## config.mk

```make
export PLATFORM = sky130hd
export DESIGN_NAME = gbs_fifo
export DESIGN_NICKNAME = d
export VERILOG_FILES = /design/src/design/gbs_pkg.sv /design/src/design/gbs_fifo.sv
export SDC_FILE = /design/constraint.sdc
export NUM_CORES = 1
export LEC_CHECK = 0
export ABC_AREA = 1
export ABC_CLOCK_PERIOD_IN_PS = 5400
export BUFFER_PORTS_ARGS = -buffer_cell sky130_fd_sc_hd__buf_4
export CAP_MARGIN = 30
export CORE_MARGIN = 5
export CORE_UTILIZATION = 53
export DETAILED_ROUTE_END_ITERATION = 7
export GPL_TIMING_DRIVEN = 0
export PLACE_DENSITY_LB_ADDON = 0.1
export SYNTH_ARGS = -nofsm -noshare
export SYNTH_HDL_FRONTEND = slang
export SYNTH_SLANG_ARGS = --single-unit
```

## constraint.sdc

```tcl
create_clock -name clk_i -period 5.4 [get_ports clk_i]
set_clock_uncertainty 0.15 [all_clocks]
set_input_delay 1.35 -clock clk_i [delete_from_list [all_inputs] [get_ports clk_i]]
set_output_delay 1.35 -clock clk_i [all_outputs]
set_load 0.05 [all_outputs]
```

## src/design/gbs_pkg.sv

```systemverilog
// Shared types and constants for the geometric bucket sparsifier.
// Used by gbs_front, gbs_fifo, gbs_back and the top level; no dependencies.
`default_nettype none

package gbs_pkg;

  localparam int unsigned POSITION_BITS = 32;
  localparam int unsigned COUNT_BITS    = 63;
  localparam int unsigned FACTOR_BITS   = 32;

  // Growth factor after reset: 1.0 in Q16.16.
  localparam logic [FACTOR_BITS-1:0] FACTOR_RESET = 32'd65536;

  localparam logic [COUNT_BITS-1:0] COUNT_MAX = {COUNT_BITS{1'b1}};

  // Depth of the queue between front and back; a power of two.
  localparam int unsigned QUEUE_DEPTH = 4;
  localparam int unsigned QUEUE_ADDR_BITS = $clog2(QUEUE_DEPTH);

  typedef struct packed {
    logic [POSITION_BITS-1:0] entry_position;
    logic [COUNT_BITS-1:0]    entry_count;
    logic                     entry_last;
  } entry_t;

  typedef struct packed {
    logic [POSITION_BITS-1:0] bucket_start;
    logic [COUNT_BITS-1:0]    bucket_total;
    logic                     bucket_last;
  } bucket_t;

  // One classified entry as it travels from the front to the back.
  typedef struct packed {
    logic [POSITION_BITS-1:0] position;
    logic [COUNT_BITS-1:0]    count;
    logic                     last;
    logic                     opens;
  } work_t;

endpackage

`default_nettype wire

```

## src/design/gbs_fifo.sv

```systemverilog
// Short queue of classified entries between the front and the back part.
// Depends on gbs_pkg.
`default_nettype none

module gbs_fifo (
  input  wire logic            clk_i,
  input  wire logic            rst_ni,
  input  wire logic            push_valid_i,
  output logic                 push_ready_o,
  input  wire gbs_pkg::work_t  push_data_i,
  output logic                 pop_valid_o,
  input  wire logic            pop_ready_i,
  output gbs_pkg::work_t       pop_data_o
);

  localparam int unsigned AW = gbs_pkg::QUEUE_ADDR_BITS;

  gbs_pkg::work_t slots_q [gbs_pkg::QUEUE_DEPTH];
  logic [AW-1:0]  wr_ptr_q, rd_ptr_q;
  logic [AW:0]    count_q;
  logic           push, pop;

  assign push_ready_o = count_q != (AW+1)'(gbs_pkg::QUEUE_DEPTH);
  assign pop_valid_o  = count_q != '0;
  assign push         = push_valid_i && push_ready_o;
  assign pop          = pop_valid_o && pop_ready_i;
  assign pop_data_o   = slots_q[rd_ptr_q];

  always_ff @(posedge clk_i) begin
    if (push) begin
      slots_q[wr_ptr_q] <= push_data_i;
    end
  end

  always_ff @(posedge clk_i or negedge rst_ni) begin
    if (!rst_ni) begin
      wr_ptr_q <= '0;
      rd_ptr_q <= '0;
      count_q  <= '0;
    end else begin
      if (push) begin
        wr_ptr_q <= wr_ptr_q + AW'(1);
      end
      if (pop) begin
        rd_ptr_q <= rd_ptr_q + AW'(1);
      end
      if (push && !pop) begin
        count_q <= count_q + (AW+1)'(1);
      end else if (pop && !push) begin
        count_q <= count_q - (AW+1)'(1);
      end
    end
  end

endmodule

`default_nettype wire

```

==> metrics.md <==
| Metric | Value |
|---|---|
| Number of synthesized flops with an enable pin | `388` |
| Clock slew at reported path FFs | `~0.06 ns` |
| CTS Sinks | `approximately 400` |
| Post-synth top cells | `edfxtp_1, nand2_1, inv_1, o211ai_2, buf_6` |
| DP HPWL | `23,900 um` |
| Outcome | `complete, no violations` |
| Die Ht | `188 um` |
| Starting Density | `0.534` |
| Worst path max stage delay | `0.47 ns` |
| Max Clk Rate | `roughly 260 MHz` |
| Number of gates resized after cts | `0` |
| Syn Nets | `roughly 1,300` |
| Required time of the critical path | `slightly below 4 ns` |
| Critical path class | `reg -> out` |
| Hold Fails Final Rpt | `0` |
| Die width | `188 um` |
| H-tree Lvls | `2` |
| DRT antenna net count | `0` |
| Min-delay src | `rd_ptr_q[0]` |
| DRC violations left | `0` |
| RSZ-0062 raised after global routing | `false` |
| Final total power | `13.3 mW` |
| CP Cell Sequence | `inv_2, buf_4, clkbuf_1, nand2_1, o211ai_2, nand2_1, buf_4` |
| Final cell count without fillers | `between 1,500 and 2,000` |
| DRT Wirelength | `about 36,000 um` |
| Max-slew violations | `0` |
| Share of layout cells above drive strength 1 | `0.340` |
| Slowest-stage cell, CP | `clkbuf_1` |
| Syn Area/Cell | `around 14 um^2` |
| Via/cell ratio | `between 5 and 6` |
| Dominant cell by count in the synthesized netlist | `edfxtp_1` |
| Slew @ Worst Pin | `around 0.8 ns` |
| Hold worst-path end | `rd_ptr_q[0]` |
| Global-route wire length before repair | `56,700 um` |
| Largest net degree at the start of global routing | `29` |
| Final setup viols | `0` |
| Vias in the first global route | `10,100` |
| Root buf cell | `clkbuf_16` |
| Max Root-Sink Buffers | `3` |
| Leak | `8.37 nW` |
| Final Critical Period | `~3.8 ns` |
| #FFs+latches synth | `~400` |
| Library cells used by synthesis | `20` |
| Die area | `approximately 35,000 um^2` |
| Complex-gate fraction of the synthesized area | `0.141` |
| VDD IR-drop max | `494 uV` |
| Mapped Cells | `between 1,000 and 1,500` |
| Placed instance count | `1,807` |
| Core area | `between 30,000 and 40,000 um^2` |
| Skew-Pair Late Insertion Delay | `0.51 ns` |
| TritonRoute pass-1 iters | `5` |
| Initial antenna violation count | `2` |
| Iteration-0 DRC count of the detailed router | `about 560` |
| Asr flop ratio synth | `0.0177` |
| MaxCap Viol Count | `0` |
| GP Congestion | `roughly 0.74` |
| Most area-consuming cells after synthesis | `edfxtp_1, o211ai_2, nand2_1` |
| Period utilization | `0.699` |
| Worst Hold Depth | `2` |
| Largest family of logic cells by synthesized area | `compound AO/OA/AOI/OAI gates` |
| Mapped Area | `roughly 17,000 um^2` |
| Avg WL per Cell | `19.3 um` |
| Row count | `between 60 and 70` |
| Crit path DAT | `between 2 and 2.5 ns` |
| Setup repair bufs after CTS | `0` |
| Synth Area in Adders | `0.00493` |
| Sequential-to-total area share from yosys stat | `0.706` |
| Bufs and invs on worst path | `4` |
| CTS tree | `done` |
| Worst flop-to-flop path endpoint | `slots_q[2][19]` |
| Hold Path Class | `reg -> reg` |
| Grt ovf | `0` |
| CP delay by family, top | `buffers and inverters` |
| Final nets | `between 1,500 and 2,000` |
| Num CTS Buffers | `just over 40` |
| Via count | `roughly 9,700` |
| CP Launch Type | `flip-flop` |
| Critical path fanouts, max | `10` |
| CTS Hold Bufs | `0` |
| Area grow syn2layout | `21.3%` |
| CP Capture Type | `output port` |
| Post-Layout Inst Area | `around 20,000 um^2` |
| Ys Warns | `0` |
| Post-Synth XOR/XNOR Area | `0.000523` |
| Main synth FF type | `edfxtp_1` |
| Mux contribution to synthesized area | `0` |
| Global Route Usage Sum | `0.206` |
| R2R cell count | `7` |
| Reg2Reg Launch Point | `count_q[0]` |
| Post-synth top area share | `0.695` |
| Post-Synth Simple-Gate Area | `0.0724` |
| Cell taking the most area after synthesis | `edfxtp_1` |
| Power per cell area | `roughly 650 nW/um^2` |
| Reg2Reg Setup Slack | `around 2.6 ns` |
| Post-DP Area | `19,100 um^2` |
| # port buffers | `199` |
| Max-slew headroom | `0.465` |
| Num ports | `200` |
## layer usage
metal,vias up,wire length (um),GRT usage
li1,4673,-,-
met1,4676,15300,0.271
met2,251,18400,0.361
met3,56,2000,0.0391
met4,2,629,0.0438
met5,-,14,0
## registers in the layout, indices dropped and copies added (netlist names)
register,cells
slots_q,388
wr_ptr_q,2
rd_ptr_q,2
count_q,3
## cell usage in the layout, fill, tap and decap left out, drive strengths merged, types with 2 or more instances in the layout
cell type,n
buf,264
clkbuf,67
clkinv,15
clkinvlp,2
dfrtp,7
edfxtp,388
ha,5
inv,210
nand2,308
nand3,7
nor2,4
o211ai,194
## worst max-delay path by stage
stage / start / to / slack (ns) / cells past startpoint
finish: rd_ptr_q[0] / pop_data_o[4] / 1.62 / 7
global placement: push_valid_i / slots_q[1][19] / -4.35 / 3
detailed placement: push_valid_i / slots_q[2][19] / 1.81 / 6
global route: rd_ptr_q[0] / pop_data_o[4] / 1.49 / 7
CTS: rd_ptr_q[0] / pop_data_o[4] / 1.56 / 7
floorplan: push_valid_i / slots_q[0][0] / -0.88 / 2
## per-stage QoR
| stage | util | worst slack (ns) | setup TNS [ns] | hold slack, ns |
|---|---|---|---|---|
| 2_1_floorplan | - | -0.881 | -341.94 | 0.313 |
| 3_3_place_gp | 0.597 | -4.35 | -1636.09 | 0.338 |
| 3_5_place_dp | 0.609 | 1.81 | 0 | 0.368 |
| 4_1_cts | 0.647 | 1.56 | 0 | 0.383 |
| 5_1_grt | 0.647 | 1.49 | 0 | 0.406 |
| 6_report | 0.647 | 1.62 | 0 | 0.386 |
## tightest hold or removal path, stage by stage (launching register included)
cell and delay, ns:
dfrtp_1 0.39, nand2_1 0.07, nand2_1 0.05
## power breakdown
| group | leakage [nW] | switching, mW | internal (mW) |
|---|---|---|---|
| Sequential | 3.64 | 0.164 | 4.03 |
| Combinational | 4.14 | 4.61 | 1.93 |
| Clock | 0.590 | 1.09 | 1.47 |
## cell type report
type                       count  area (um^2)
clock buffer                  53         1090
buffer                        64          475
timing repair buffer         214         1830
inverter                     210          791
clock inverter                18          113
tap                          402          503
fill                        2379        11100
sequential                   395        11800
antenna                        1         2.50
multi-input combinational    522         3690
## logic make-up (layout without fill, tap and decap cells)
group | Yosys count | count (layout)
other cells | 0 | 1
flops | 395 | 395
compound gates | 195 | 195
xor+xnor | 1 | 1
simple gates | 320 | 320
buf+inv | 274 | 559
fa+ha+maj | 6 | 6
No activity file was read; power rests on OpenSTA's default activity.
