**src/design/gbs_pkg.sv**
```systemverilog
// Shared types and constants for the geometric bucket sparsifier.
// Used by gbs_front, gbs_fifo, gbs_back and the top level; no dependencies.
`default_nettype none

package gbs_pkg;

  localparam int unsigned POSITION_BITS = 32;
  localparam int unsigned COUNT_BITS    = 63;
  localparam int unsigned FACTOR_BITS   = 32;

  // Growth factor after reset: 1.0 in Q16.16.
  localparam logic [FACTOR_BITS-1:0] FACTOR_RESET = 32'd65536;

  localparam logic [COUNT_BITS-1:0] COUNT_MAX = {COUNT_BITS{1'b1}};

  // Depth of the queue between front and back; a power of two.
  localparam int unsigned QUEUE_DEPTH = 4;
  localparam int unsigned QUEUE_ADDR_BITS = $clog2(QUEUE_DEPTH);

  typedef struct packed {
    logic [POSITION_BITS-1:0] entry_position;
    logic [COUNT_BITS-1:0]    entry_count;
    logic                     entry_last;
  } entry_t;

  typedef struct packed {
    logic [POSITION_BITS-1:0] bucket_start;
    logic [COUNT_BITS-1:0]    bucket_total;
    logic                     bucket_last;
  } bucket_t;

  // One classified entry as it travels from the front to the back.
  typedef struct packed {
    logic [POSITION_BITS-1:0] position;
    logic [COUNT_BITS-1:0]    count;
    logic                     last;
    logic                     opens;
  } work_t;

endpackage

`default_nettype wire

```
**src/design/gbs_back.sv**
```systemverilog
// Back part: accumulates the open bucket and emits finished buckets through an
// output register and a second holding register. Depends on gbs_pkg.
`default_nettype none

module gbs_back (
  input  wire logic            clk_i,
  input  wire logic            rst_ni,
  input  wire logic            pop_valid_i,
  output logic                 pop_ready_o,
  input  wire gbs_pkg::work_t  pop_data_i,
  output logic                 out_valid_o,
  input  wire logic            out_ready_i,
  output gbs_pkg::bucket_t     out_data_o
);

  localparam int unsigned CW = gbs_pkg::COUNT_BITS;

  logic [gbs_pkg::POSITION_BITS-1:0] open_pos_q;
  logic [CW-1:0]                     open_tot_q;
  logic                              started_q;
  gbs_pkg::bucket_t                  out_q, hold_q;
  logic                              out_v_q, hold_v_q;

  logic                              out_fire, out_free, take;
  logic                              moves, emit_closed;
  logic [CW-1:0]                     base;
  logic [CW:0]                       tot_ext;
  logic [CW-1:0]                     tot_new;
  logic [gbs_pkg::POSITION_BITS-1:0] pos_new;
  gbs_pkg::bucket_t                  closed, final_b;

  assign out_fire    = out_v_q && out_ready_i;
  assign out_free    = !out_v_q || out_fire;
  assign pop_ready_o = !hold_v_q && out_free;
  assign take        = pop_valid_i && pop_ready_o;

  assign moves       = pop_data_i.opens && (pop_data_i.position != open_pos_q);
  assign emit_closed = moves && started_q;
  assign base        = moves ? '0 : open_tot_q;
  assign tot_ext     = {1'b0, base} + {1'b0, pop_data_i.count};
  assign tot_new     = tot_ext[CW] ? gbs_pkg::COUNT_MAX : tot_ext[CW-1:0];
  assign pos_new     = pop_data_i.opens ? pop_data_i.position : open_pos_q;

  assign closed.bucket_start  = open_pos_q;
  assign closed.bucket_total  = open_tot_q;
  assign closed.bucket_last   = 1'b0;
  assign final_b.bucket_start = pos_new;
  assign final_b.bucket_total = tot_new;
  assign final_b.bucket_last  = 1'b1;

  always_ff @(posedge clk_i or negedge rst_ni) begin
    if (!rst_ni) begin
      open_pos_q <= '0;
      open_tot_q <= '0;
      started_q  <= 1'b0;
      out_v_q    <= 1'b0;
      hold_v_q   <= 1'b0;
    end else begin
      if (take) begin
        if (pop_data_i.last) begin
          open_pos_q <= '0;
          open_tot_q <= '0;
          started_q  <= 1'b0;
        end else begin
          open_pos_q <= pos_new;
          open_tot_q <= tot_new;
          started_q  <= 1'b1;
        end
      end
      priority if (hold_v_q && out_free) begin
        out_v_q  <= 1'b1;
        hold_v_q <= 1'b0;
      end else if (take && (emit_closed || pop_data_i.last)) begin
        out_v_q  <= 1'b1;
        hold_v_q <= emit_closed && pop_data_i.last;
      end else begin
        out_v_q <= out_v_q && !out_fire;
      end
    end
  end

  always_ff @(posedge clk_i) begin
    priority if (hold_v_q && out_free) begin
      out_q <= hold_q;
    end else if (take && emit_closed) begin
      out_q  <= closed;
      hold_q <= final_b;
    end else if (take && pop_data_i.last) begin
      out_q <= final_b;
    end
  end

  assign out_valid_o = out_v_q;
  assign out_data_o  = out_q;

endmodule

`default_nettype wire

```
**config.mk**
```make
export PLATFORM = sky130hd
export DESIGN_NAME = gbs_back
export DESIGN_NICKNAME = d
export VERILOG_FILES = /design/src/design/gbs_pkg.sv /design/src/design/gbs_back.sv
export SDC_FILE = /design/constraint.sdc
export NUM_CORES = 1
export LEC_CHECK = 0
export BUFFER_PORTS_ARGS = -buffer_cell sky130_fd_sc_hd__clkbuf_2
export CAP_MARGIN = 20
export CELL_PAD_IN_SITES_DETAIL_PLACEMENT = 1
export CELL_PAD_IN_SITES_GLOBAL_PLACEMENT = 1
export CORE_AREA = 5 5 212 194
export CTS_BUF_LIST = sky130_fd_sc_hd__clkbuf_8
export CTS_CLUSTER_DIAMETER = 60
export CTS_CLUSTER_SIZE = 40
export DETAILED_ROUTE_END_ITERATION = 16
export DIE_AREA = 0 0 217 199
export GPL_ROUTABILITY_DRIVEN = 0
export PLACE_DENSITY_LB_ADDON = 0.1
export SYNTH_ARGS = -nofsm -noshare
export SYNTH_HDL_FRONTEND = slang
export SYNTH_SLANG_ARGS = --single-unit
```
**constraint.sdc**
```tcl
create_clock -name clk_i -period 4.1 [get_ports clk_i]
set_input_delay 0.205 -clock clk_i [delete_from_list [all_inputs] [get_ports clk_i]]
set_output_delay 0.205 -clock clk_i [all_outputs]
set_load 0.05 [all_outputs]
```
==> impl_metrics.env <==
export IMPL_drv_slew=0
export IMPL_fp_dieW_um=217
export IMPL_powerDensity_nw_per_um2=737
export IMPL_fillCellCount=4134
export IMPL_postSynthAreaPerCell_um2=10.1
export IMPL_tns_ns=-66.57
export IMPL_ys_seq_area_frac=0.499
export IMPL_ys_types=75
export IMPL_drt_iter0_markers=1030
export IMPL_synthCells=1626
export IMPL_clk_latency_ns=0.67
export IMPL_yosys_top_cells_area="edfxtp_1, dfrtp_1, o21ai_0"
export IMPL_multiInputGateArea_um2=9610
export IMPL_drcViolationCount=0
export IMPL_fin_nets=2376
export IMPL_hold_class="in2reg"
export IMPL_worst_setup_path_start_kind="flop"
export IMPL_die_area_um2=43200
export IMPL_synth_fp_nets=1791
export IMPL_row_count=69
export IMPL_rsz0062_at_grt="yes"
export IMPL_cts_num_sinks=289
export IMPL_r2r_setup_slack_ns=-0.52
export IMPL_report_final_setup_viol=189
export IMPL_tightest_slew_ns=1.04
export IMPL_wl_per_cell_um=24.1
export IMPL_via_per_inst=5.76
export IMPL_max_freq_mhz=216
export IMPL_syn_to_final_growth_pct=49.2
export IMPL_start_util=0.424
export IMPL_path_class="reg2reg"
export IMPL_dp_slack_ns=-0.763
export IMPL_post_synth_top_count_cell="edfxtp_1"
export IMPL_clockRootBuffer="clkbuf_8"
export IMPL_drt_pass1_iter_count=5
export IMPL_ys_warn_count=0
export IMPL_peakVddDrop_mv=0.402
export IMPL_max_slew_margin=0.306
export IMPL_fin_ws_ns=-0.522
export IMPL_track_usage=0.288
export IMPL_min_period_ns=4.62
export IMPL_syn_cell_area_um2=16400
export IMPL_io_buffers=198
export IMPL_leakagePower_nw=10.6
export IMPL_vias=15722
export IMPL_grt_pass1_wl_um=98000
export IMPL_synth_async_reset_ratio=0.339
export IMPL_synth_top_area_cell="edfxtp_1"
export IMPL_violations="setup timing"
export IMPL_ctsHtreeMaxLevel=1
export IMPL_path_clk_slew_ns=0.11
export IMPL_drv_cap=0
export IMPL_ys_ff_latch=289
export IMPL_cts_tree="built"
export IMPL_grt_max_degree=84
export IMPL_synthFlopType="edfxtp_1"
export IMPL_critPathRequiredTime_ns=4.52
export IMPL_seq_area_um2=8190
export IMPL_num_io_pins=199
export IMPL_fin_skew_ns=0.0381
export IMPL_cts_max_path_buffers=3
export IMPL_final_layout_size_suffix_gt1_frac=0.465
export IMPL_gr_total_overflow=0
export IMPL_hpwlAfterDp_um=39800
export IMPL_grt_pass1_vias=17034
export IMPL_synth_edff_count=191
export IMPL_dieHeight_um=199
export IMPL_synth_commonest_cells="edfxtp_1, nand2_1, o21ai_0"
export IMPL_antenna_found_initial=1
export IMPL_cp_max_fo=6
export IMPL_synth_top_area_frac=0.349
export IMPL_coreArea_um2=38800
export IMPL_hold_viol_final=0
export IMPL_period_share=1.13
export IMPL_arrival_ns=5.04
export IMPL_cts_buffers=27
export IMPL_ant_nets=0
export IMPL_outcome="complete, but fails checks"
export IMPL_worstSetupEndpointType="flop"
export IMPL_drt_total_wl_um=65900
[flip-flops by register name, summed over array words and instances, names as in the netlist]
| signal | flops |
|---|---|
| out_data_o | 96 |
| open_tot_q | 63 |
| out_valid_o | 1 |
| started_q | 1 |
| hold_q | 95 |
| hold_v_q | 1 |
| open_pos_q | 32 |
[layout by cell type (no fill, tap or decap), drive strengths merged, types with 4 or more instances in the layout]
| master | instances |
|---|---|
| nand3 | 14 |
| dfrtp | 98 |
| mux2i | 34 |
| a221o | 5 |
| nand2b | 6 |
| o21ai | 179 |
| nand4 | 19 |
| edfxtp | 191 |
| clkinvlp | 5 |
| ha | 63 |
| a21oi | 103 |
| a31oi | 11 |
| clkbuf | 227 |
| nor3 | 16 |
| or3 | 6 |
| nor2b | 4 |
| xnor2 | 23 |
| o211ai | 15 |
| or4 | 5 |
| dlygate4sd3 | 31 |
| clkinv | 7 |
| a22oi | 84 |
| a21o | 31 |
| xor2 | 61 |
| nand2 | 167 |
| o31ai | 40 |
| o21bai | 10 |
| and2 | 69 |
| or2 | 7 |
| buf | 416 |
| nor2 | 86 |
| a22o | 17 |
| nor4 | 12 |
| o21a | 9 |
| and3 | 4 |
| a211oi | 7 |
| inv | 105 |
[worst max-delay path, stage by stage (launching register included)]
cell and delay (ns):
dfrtp_1 0.43, xor2_2 0.18, nor4_4 0.36, nand4_1 0.23
o21ai_4 0.23, buf_6 0.16, buf_16 0.15, and2_4 0.17
ha_4 0.20, a211oi_2 0.25, o21ai_2 0.14, o2111ai_2 0.25
a31o_4 0.24, a211oi_4 0.08, o31a_4 0.35, buf_6 0.13
a21oi_4 0.22, buf_12 0.15, buf_8 0.12, a21oi_2 0.05
a221o_1 0.27
[cell type report]
| type | instances | share of cell area |
|---|---|---|
| diodes | 1 | 0.000102 |
| well taps | 497 | 0.0254 |
| repair buffers | 646 | 0.206 |
| clock buffers | 30 | 0.0169 |
| inverters | 98 | 0.0152 |
| multi-input cells | 1149 | 0.392 |
| clock inverters | 20 | 0.00991 |
| flip-flops and latches | 289 | 0.334 |
[power by group]
| part | leakage, nW | switching, mW | internal [mW] | total (mW) |
|---|---|---|---|---|
| Combinational | 7.22 | 6.61 | 4.22 | 10.8 |
| Sequential | 3.05 | 0.593 | 4.56 | 5.16 |
| Clock | 0.312 | 1.26 | 0.824 | 2.08 |
| Total | 10.6 | 8.46 | 9.60 | 18.1 |
[final timing paths]
path | endpoint | start | cells after the start
max in group asynchronous | open_tot_q[35] | rst_ni | 3
hold reg to reg | started_q | started_q | 2
setup reg to reg | out_data_o[48] | open_pos_q[14] | 20
setup / recovery | out_data_o[48] | open_pos_q[14] | 20
hold / removal | hold_q[71] | pop_data_i[72] | 4
min in group asynchronous | open_pos_q[23] | rst_ni | 2
[metal layers]
metal,part of all wire,wire [um],track usage,up-vias
met5,0,0,0.00556,-
met4,0.034,2250,0.0931,0
met3,0.047,3070,0.0422,141
met2,0.50,32900,0.501,449
met1,0.42,27700,0.374,8008
li1,-,-,-,7124
[metrics by stage]
stage               hold slack [ns]  cells  power [mW]   util  area, um^2
finish                       0.0783   2730        18.1  0.632       24500
global route                 0.0587   2729        19.0  0.632       24500
CTS                         0.00878   2713        17.2  0.614       23800
detailed placement            0.280   2567        13.4  0.524       20300
global placement              0.285   2567        13.2  0.524       20300
floorplan                   -0.0906   1626        10.1      -       16400
[what timing repair did]
item,in CTS,in global routing
setup buffers,58,27
cloned,14,0
setup endpoints to repair,189,189
gates resized for setup,417,191
endpoints found under the hold margin,90,0
pin swaps,147,127
hold buffers,31,0
[logic make-up (layout without fill, tap and decap cells)]
kind of cell / Yosys count / after routing / synth area share
AO/OA/AOI/OAI: 545 / 545 / 0.218
buffers and inverters: 188 / 794 / 0.0460
other: 0 / 1 / 0
multiplexers: 35 / 35 / 0.0214
AND/OR/NAND/NOR: 421 / 421 / 0.122
XOR/XNOR: 84 / 84 / 0.0448
flip-flops: 289 / 289 / 0.499
adder cells (fa/ha/maj): 64 / 64 / 0.0492
No activity file was read; power rests on OpenSTA's default activity.
